<file path="config.mk">
export PLATFORM = sky130hd
export DESIGN_NAME = mxps_cmp
export DESIGN_NICKNAME = d
export VERILOG_FILES = /design/src/rtl/core/mxps_pkg.sv /design/src/rtl/core/mxps_cmp.sv
export SDC_FILE = /design/constraint.sdc
export NUM_CORES = 1
export LEC_CHECK = 0
export ABC_AREA = 0
export CORE_MARGIN = 4
export CORE_UTILIZATION = 50
export DETAILED_ROUTE_END_ITERATION = 10
export DONT_BUFFER_PORTS = 1
export GPL_ROUTABILITY_DRIVEN = 0
export SETUP_SLACK_MARGIN = 0.3
export SLEW_MARGIN = 20
export SYNTH_ARGS = -nofsm -noshare
export SYNTH_HDL_FRONTEND = slang
export SYNTH_SLANG_ARGS = --single-unit
export TNS_END_PERCENT = 10
</file>
<file path="constraint.sdc">
create_clock -name clk_i -period 4.7 [get_ports clk_i]
set_clock_uncertainty 0.05 [all_clocks]
set_input_delay 1.175 -clock clk_i [delete_from_list [all_inputs] [get_ports clk_i]]
set_output_delay 1.175 -clock clk_i [all_outputs]
set_load 0.01 [all_outputs]
</file>
<file path="src/rtl/core/mxps_pkg.sv">
// ----------------------------------------------------------------------------
// mxps_pkg: shared definitions for the maximum pair xor search
// Sizes of the value store, digit layout of the serial compare and the
// control bundle between the sequencer and the compare unit.
// ----------------------------------------------------------------------------
package mxps_pkg;

  // value and store sizes
  localparam int unsigned VALUE_BITS = 31;
  localparam int unsigned MAX_ITEMS  = 256;
  localparam int unsigned ADDR_BITS  = $clog2(MAX_ITEMS);
  localparam int unsigned CNT_BITS   = $clog2(MAX_ITEMS + 1);

  // digit-serial layout, most significant digit first
  localparam int unsigned DIGIT_BITS = 4;
  localparam int unsigned NUM_DIGITS = (VALUE_BITS + DIGIT_BITS - 1) / DIGIT_BITS;
  localparam int unsigned PAD_BITS   = NUM_DIGITS * DIGIT_BITS;
  localparam int unsigned DIG_BITS   = (NUM_DIGITS > 1) ? $clog2(NUM_DIGITS) : 1;

  // stream payload width, whole bytes
  localparam int unsigned TDATA_BITS = ((VALUE_BITS + 7) / 8) * 8;

  // controls from the sequencer to the compare unit
  typedef struct packed {
    logic clear;       // clear the running maximum
    logic load_val;    // take a new item value
    logic load_entry;  // take a stored entry from the store read port
    logic step;        // process one digit
  } cmp_ctrl_t;

endpackage

</file>
<file path="src/rtl/core/mxps_cmp.sv">
// ----------------------------------------------------------------------------
// mxps_cmp: digit-serial xor and compare
// Shifts the item value, one stored entry and the running maximum through
// digit-wide shift registers, msb digit first, and keeps the larger xor.
// ----------------------------------------------------------------------------
module mxps_cmp
  import mxps_pkg::*;
(
  input  logic                  clk_i,
  input  logic                  rst_ni,
  input  cmp_ctrl_t             ctrl_i,
  input  logic [VALUE_BITS-1:0] value_i,
  input  logic [VALUE_BITS-1:0] entry_i,
  output logic                  last_o,
  output logic [VALUE_BITS-1:0] value_o,
  output logic [VALUE_BITS-1:0] best_o
);

  logic [PAD_BITS-1:0]   val_sh_q, val_sh_d;
  logic [PAD_BITS-1:0]   ent_sh_q, ent_sh_d;
  logic [PAD_BITS-1:0]   best_sh_q, best_sh_d;
  logic [PAD_BITS-1:0]   cand_q, cand_d;
  logic [DIG_BITS-1:0]   dig_q, dig_d;
  logic                  eq_q, eq_d;
  logic                  gt_q, gt_d;
  logic [DIGIT_BITS-1:0] x_dig;
  logic [DIGIT_BITS-1:0] b_dig;
  logic                  gt_final;

  // current digits
  assign x_dig    = ent_sh_q[PAD_BITS-1 -: DIGIT_BITS] ^ val_sh_q[PAD_BITS-1 -: DIGIT_BITS];
  assign b_dig    = best_sh_q[PAD_BITS-1 -: DIGIT_BITS];
  assign last_o   = (dig_q == DIG_BITS'(NUM_DIGITS - 1));
  assign gt_final = gt_q | (eq_q & (x_dig > b_dig));

  // shift register and compare state update
  always_comb begin
    val_sh_d  = val_sh_q;
    ent_sh_d  = ent_sh_q;
    best_sh_d = best_sh_q;
    cand_d    = cand_q;
    dig_d     = dig_q;
    eq_d      = eq_q;
    gt_d      = gt_q;
    if (ctrl_i.load_val) begin
      val_sh_d = PAD_BITS'(value_i);
    end
    if (ctrl_i.clear) begin
      best_sh_d = '0;
    end
    if (ctrl_i.load_entry) begin
      ent_sh_d = PAD_BITS'(entry_i);
      dig_d    = '0;
      eq_d     = 1'b1;
      gt_d     = 1'b0;
    end else if (ctrl_i.step) begin
      // value and maximum rotate back to place after a full pass
      val_sh_d = (val_sh_q << DIGIT_BITS) | (val_sh_q >> (PAD_BITS - DIGIT_BITS));
      ent_sh_d = ent_sh_q << DIGIT_BITS;
      cand_d   = (cand_q << DIGIT_BITS) | PAD_BITS'(x_dig);
      if (last_o && gt_final) begin
        best_sh_d = cand_d;
      end else begin
        best_sh_d = (best_sh_q << DIGIT_BITS) | (best_sh_q >> (PAD_BITS - DIGIT_BITS));
      end
      dig_d = dig_q + DIG_BITS'(1);
      if (eq_q) begin
        if (x_dig > b_dig) begin
          gt_d = 1'b1;
          eq_d = 1'b0;
        end else if (x_dig < b_dig) begin
          eq_d = 1'b0;
        end
      end
    end
  end

  // running maximum and digit control
  always_ff @(posedge clk_i or negedge rst_ni) begin
    if (!rst_ni) begin
      best_sh_q <= '0;
      dig_q     <= '0;
      eq_q      <= 1'b0;
      gt_q      <= 1'b0;
    end else begin
      best_sh_q <= best_sh_d;
      dig_q     <= dig_d;
      eq_q      <= eq_d;
      gt_q      <= gt_d;
    end
  end

  // data shift registers
  always_ff @(posedge clk_i) begin
    val_sh_q <= val_sh_d;
    ent_sh_q <= ent_sh_d;
    cand_q   <= cand_d;
  end

  assign value_o = val_sh_q[VALUE_BITS-1:0];
  assign best_o  = best_sh_q[VALUE_BITS-1:0];

endmodule

</file>
== Yosys cells after proc, flatten, opt, wreduce, memory -nomap -nowiden ==
Cells that the tools add are included.
Widths: inputs -> output; s select.

* Divide/modulo/power cells: 0
* Equal/unequal tests: 1
* $add $sub $neg: 1
* Bitwise gates (word level): 7
* Shifts and indexed selects: 0
* Muxes and demuxes: 20
* Multipliers: 0
* $lt $le $gt $ge: 2
* Reduce and logical (&&, ||, !) cells: 6

{| class="wikitable"
|+ Operators with widths
! kind !! count
|-
| $mux 32 || 7
|-
| $or 32x4->32 || 3
|-
| $mux 31 || 2
|-
| $mux 1 || 9
|-
| $mux 3 || 2
|-
| $reduce_bool 2->1 || 3
|-
| $gt 4x4->1 || 1
|-
| $lt 4x4->1 || 1
|-
| $xor 4x4->4 || 1
|-
| $add 3x1->3 const B || 1
|-
| $eq 3x3->1 const B || 1
|-
| $reduce_and 3->1 || 1
|-
| $reduce_and 2->1 || 1
|-
| $and 1x1->1 || 1
|-
| $logic_and 1x1->1 || 1
|-
| $not 1->1 || 1
|-
| $or 1x1->1 || 1
|}

* Bits in writable memories: 0
* Input port bits: 68
* Memories: 0
* Bits in latches: 0
* Output and inout port bits: 63
* Word-level logic and storage cells: 45
* Flip-flop bits (word level): 129
* Memory bits (read-only): 0

== Longest topological paths before layout ==
* Word-level depth: 8
* Depth in mapped cells: 9
* Depth with buffers taken out: 7

== Worst setup path after synthesis ==
Ideal clock, no wire load.

* Path kind: input-to-reg
* Start point: input port ctrl_i[1] (netlist bit)
* End point: register ent_sh_q[0] (enable)
* Slack: 1.731 ns
* Path buffers: 2
* Setup time: 0.389 ns
* Stages: 3
* Data required time: 4.261 ns
* Arrival time: 2.529 ns
* Path through: clkbuf_1 -> buf_2 -> or2_1

* Word-level cells in the longest chain between the ends: 1

{| class="wikitable"
|+ RTL lines
! element !! RTL line !! RTL
|-
| start, declared || mxps_cmp.sv:11 || <nowiki>input cmp_ctrl_t ctrl_i,</nowiki>
|-
| $reduce_bool 2->1 (no line) || - ||
|-
| end signal, assigned || mxps_cmp.sv:96 || <nowiki>ent_sh_q <= ent_sh_d;</nowiki>
|-
| end, declared || mxps_cmp.sv:20 || <nowiki>logic [PAD_BITS-1:0] ent_sh_q, ent_sh_d;</nowiki>
|}

No other way between the ends.
A chain may end at the register's enable or synchronous reset.

== Worst setup path in the final report ==
* Start point: register val_sh_q[29]
* End point: register best_sh_q[31]

* Word-level cells in the longest chain between the ends: 8

{| class="wikitable"
|+ RTL lines
! element !! RTL line !! RTL
|-
| start, declared || mxps_cmp.sv:19 || <nowiki>logic [PAD_BITS-1:0] val_sh_q, val_sh_d;</nowiki>
|-
| start signal, assigned || mxps_cmp.sv:95 || <nowiki>val_sh_q <= val_sh_d;</nowiki>
|-
| $xor 4x4->4 || mxps_cmp.sv:31 || <nowiki>assign x_dig = ent_sh_q[PAD_BITS-1 -: DIGIT_BITS] ^ val_sh_q[PAD_BITS-1 -: DIGIT_BITS];</nowiki>
|-
| named net x_dig[1] || mxps_cmp.sv:26 || <nowiki>logic [DIGIT_BITS-1:0] x_dig;</nowiki>
|-
| $gt 4x4->1 || mxps_cmp.sv:34 || <nowiki>assign gt_final = gt_q | (eq_q & (x_dig > b_dig));</nowiki>
|-
| $and 1x1->1 || mxps_cmp.sv:34 ||
|-
| $or 1x1->1 || mxps_cmp.sv:34 ||
|-
| $logic_and 1x1->1 || mxps_cmp.sv:61 || <nowiki>if (last_o && gt_final) begin</nowiki>
|-
| $mux 32 || mxps_cmp.sv:61 ||
|-
| $mux 32 || mxps_cmp.sv:56 || <nowiki>end else if (ctrl_i.step) begin</nowiki>
|-
| $mux 32 || mxps_cmp.sv:51 || <nowiki>if (ctrl_i.load_entry) begin</nowiki>
|-
| named net best_sh_d[31] || mxps_cmp.sv:21 || <nowiki>logic [PAD_BITS-1:0] best_sh_q, best_sh_d;</nowiki>
|-
| end signal, assigned || mxps_cmp.sv:86 || <nowiki>best_sh_q <= best_sh_d;</nowiki>
|-
| end, declared || mxps_cmp.sv:21 ||
|}

The timed path passes the listed nets, and every way through them passes these cells.

==> results.toml <==
[critical_path]
startpoint = "val_sh_q[29]"
worstSetupEndpointType = "register"
crit_arrival_ns = 3.30
critical_path_class = "reg -> reg"
critPathTopFamily = "compound AO/OA/AOI/OAI gates"
required_ns = 4.92
path_cells = "xor2_1 -> ha_1 -> nor2b_2 -> o211ai_2 -> a21o_2 -> and2_4 -> o211ai_1"
r2r_slack_ns = 1.62
critical-path-max-stage-delay_ns = 0.66
crit_buf_inv = 0
critPathLaunchType = "register"
cp_slowest_cell = "and2_4"
r2r-start = "val_sh_q[29]"
path_max_fanout = 33

[synthesis]
syn-instance-count = 523
ys_seq_area_share_pct = 54.0
ys_top_cells_by_area = "edfxtp_1, dfrtp_1, dfxtp_1"
post_synth.cell_area_avg_um2 = 11.9
yosysTopAreaCell = "edfxtp_1"
yosysWarningCount = 0
synth_seq_cells = 129
synth_top_area_share_pct = 28.5
syn_area_um2 = 6220
synthDistinctLibCells = 36
syn_nets = 597

[detailed_routing]
dr.pass1.iters = 4
num_vias = 3580
drc = 0
ant_nets = 0
drt_iter0_drc = 321
drt-total-wl_um = 12400
drt-vias-per-instance = 5.71
wl_per_cell_um = 19.8

[final_layout]
mostFrequentLayoutCell = "nand2_1"
stdcell_count = 627
mostFrequentLayoutCells = "nand2_1, edfxtp_1, dfrtp_1"
fillCellCount = 1075
drive_gt1_share_pct = 15.7
syn2layout_area_growth_pct = 3.18
fin_nets = 519

[die]
core-area_um2 = 12100
die_h_um = 120
die_area_um2 = 14300
start_util_pct = 51.4
die_x_um = 120
ios = 131
rows = 40

[clock_network]
cts_num_sinks = 129
root_buffer = "clkbuf_16"
cts-root-to-sink-buffers = 2
ctsResizeCount = 0
holdBufCountCts = 0
clkLatencyLatePin_ns = 0.42
cts_buffers = 17
cts_tree = "done"
clk_pin_slew_ns = 0.06
cts_max_level = 4
post_cts_buffers = 0

[timing]
rsz0062_at_grt = "no"
fin_crit_ns = 3.08
max_slew_margin_pct = 49.9
worst_pin_slew_ns = 0.752
fmax_mhz = 324
slew_viol_final = 0
min_period_over_period_pct = 65.6
setup_viol = 0
hold_violations = 0
tns_ns = 0

[global_route]
antenna_found_initial = 2
overflow = 0
grt_util_all_layers_pct = 17.9
grt_pass1_vias = 3725
grt_max_degree = 105
grt_pass1_wl_um = 20100

[pwr]
p_leak_nw = 2.53
p_total_mw = 2.91
cellPowerDensity_nw_per_um2 = 453
peakVddDrop_uv = 261

[place]
numPortBuffers = 0
dp_hpwl_um = 8060
dp_cells = 594

[status]
status = "finished, final reports clean"

[hold_path]
hold_class = "in -> async"

[run]
cap_violations = 0
-- where the power goes --
part	switching [mW]	total [mW]	internal [mW]
clock	0.490	1.39	0.902
sequential	0.0757	1.35	1.27
combinational	0.0880	0.164	0.0761
total	0.654	2.91	2.25
-- layer usage --
| metal | vias to the layer above | track usage [%] | part of all wire [%] | wire length (µm) |
|---|---|---|---|---|
| met5 | - | 0 | 0.10 | 13 |
| met4 | 2 | 6.51 | 1.5 | 180 |
| met3 | 17 | 7.92 | 8.2 | 1010 |
| met2 | 130 | 27.9 | 49 | 6020 |
| met1 | 1761 | 22.2 | 42 | 5170 |
| li1 | 1670 | - | - | - |
-- area by class of cell --
cell class,instances,area (µm²),share of cell area [%]
Antenna cell,1,2.50,0.0390
Clock buffer,19,443,6.90
Clock inverter,13,183,2.85
Inverter,5,21.3,0.331
Multi-Input combinational cell,288,2160,33.6
Sequential cell,129,3360,52.3
Tap cell,168,210,3.27
Timing Repair Buffer,4,42.5,0.663
-- sequential cells by signal, indices dropped and copies added (netlist names) --
register,count
ent_sh_q,32
dig_q,3
gt_q,1
val_sh_q,32
best_sh_q,32
cand_q,28
eq_q,1
-- through the flow --
| step | utilization, % | hold WS (ns) | instance area (µm²) | setup WS (ns) |
|---|---|---|---|---|
| after CTS | 53.0 | 0.379 | 6420 | 1.61 |
| after detailed placement | 47.8 | 0.386 | 5790 | 1.45 |
| after global routing | 53.0 | 0.371 | 6420 | 1.43 |
| after global placement | 47.8 | 0.381 | 5790 | 1.51 |
| after floorplan | - | 0.376 | 6220 | 1.73 |
| final | 53.0 | 0.399 | 6420 | 1.62 |
-- cells by family after synthesis --
logic type	Yosys count	synth area share, %
muxes	61	10.4
adders and majority gates	6	1.21
DFF	129	54.0
AOI/OAI and AO/OA	69	9.75
xor gates and xnor gates	5	0.704
and+or+nand+nor	147	12.7
buffers and inverters	106	11.3
-- final timing paths --
kind,to,cells past startpoint
max,best_sh_q[31],7
min in group clk_i,cand_q[13],0
min reg2reg,cand_q[13],0
min,dig_q[2],0
max in group asynchronous,best_sh_q[13],0
max reg2reg,best_sh_q[31],7
-- Yosys cell counts --
master,instances
a21bo_1,1
a21o_1,1
a21o_2,1
a21oi_1,1
a41oi_1,1
and2_1,4
and2_4,1
and4_1,1
buf_12,3
buf_2,8
buf_4,64
buf_6,1
clkbuf_1,25
dfrtp_1,37
dfxtp_1,33
edfxtp_1,59
ha_1,6
inv_1,4
inv_2,1
mux2_1,27
mux2i_1,34
nand2_1,66
nand2b_2,1
nand3_1,1
nand3b_1,30
nand4_1,33
nor2_1,5
nor2b_2,1
o211ai_1,1
o211ai_2,31
o21ai_1,31
o311ai_2,1
or2_1,1
or3_1,3
xnor2_1,2
xor2_1,3
No activity file was read; power rests on OpenSTA's default activity.
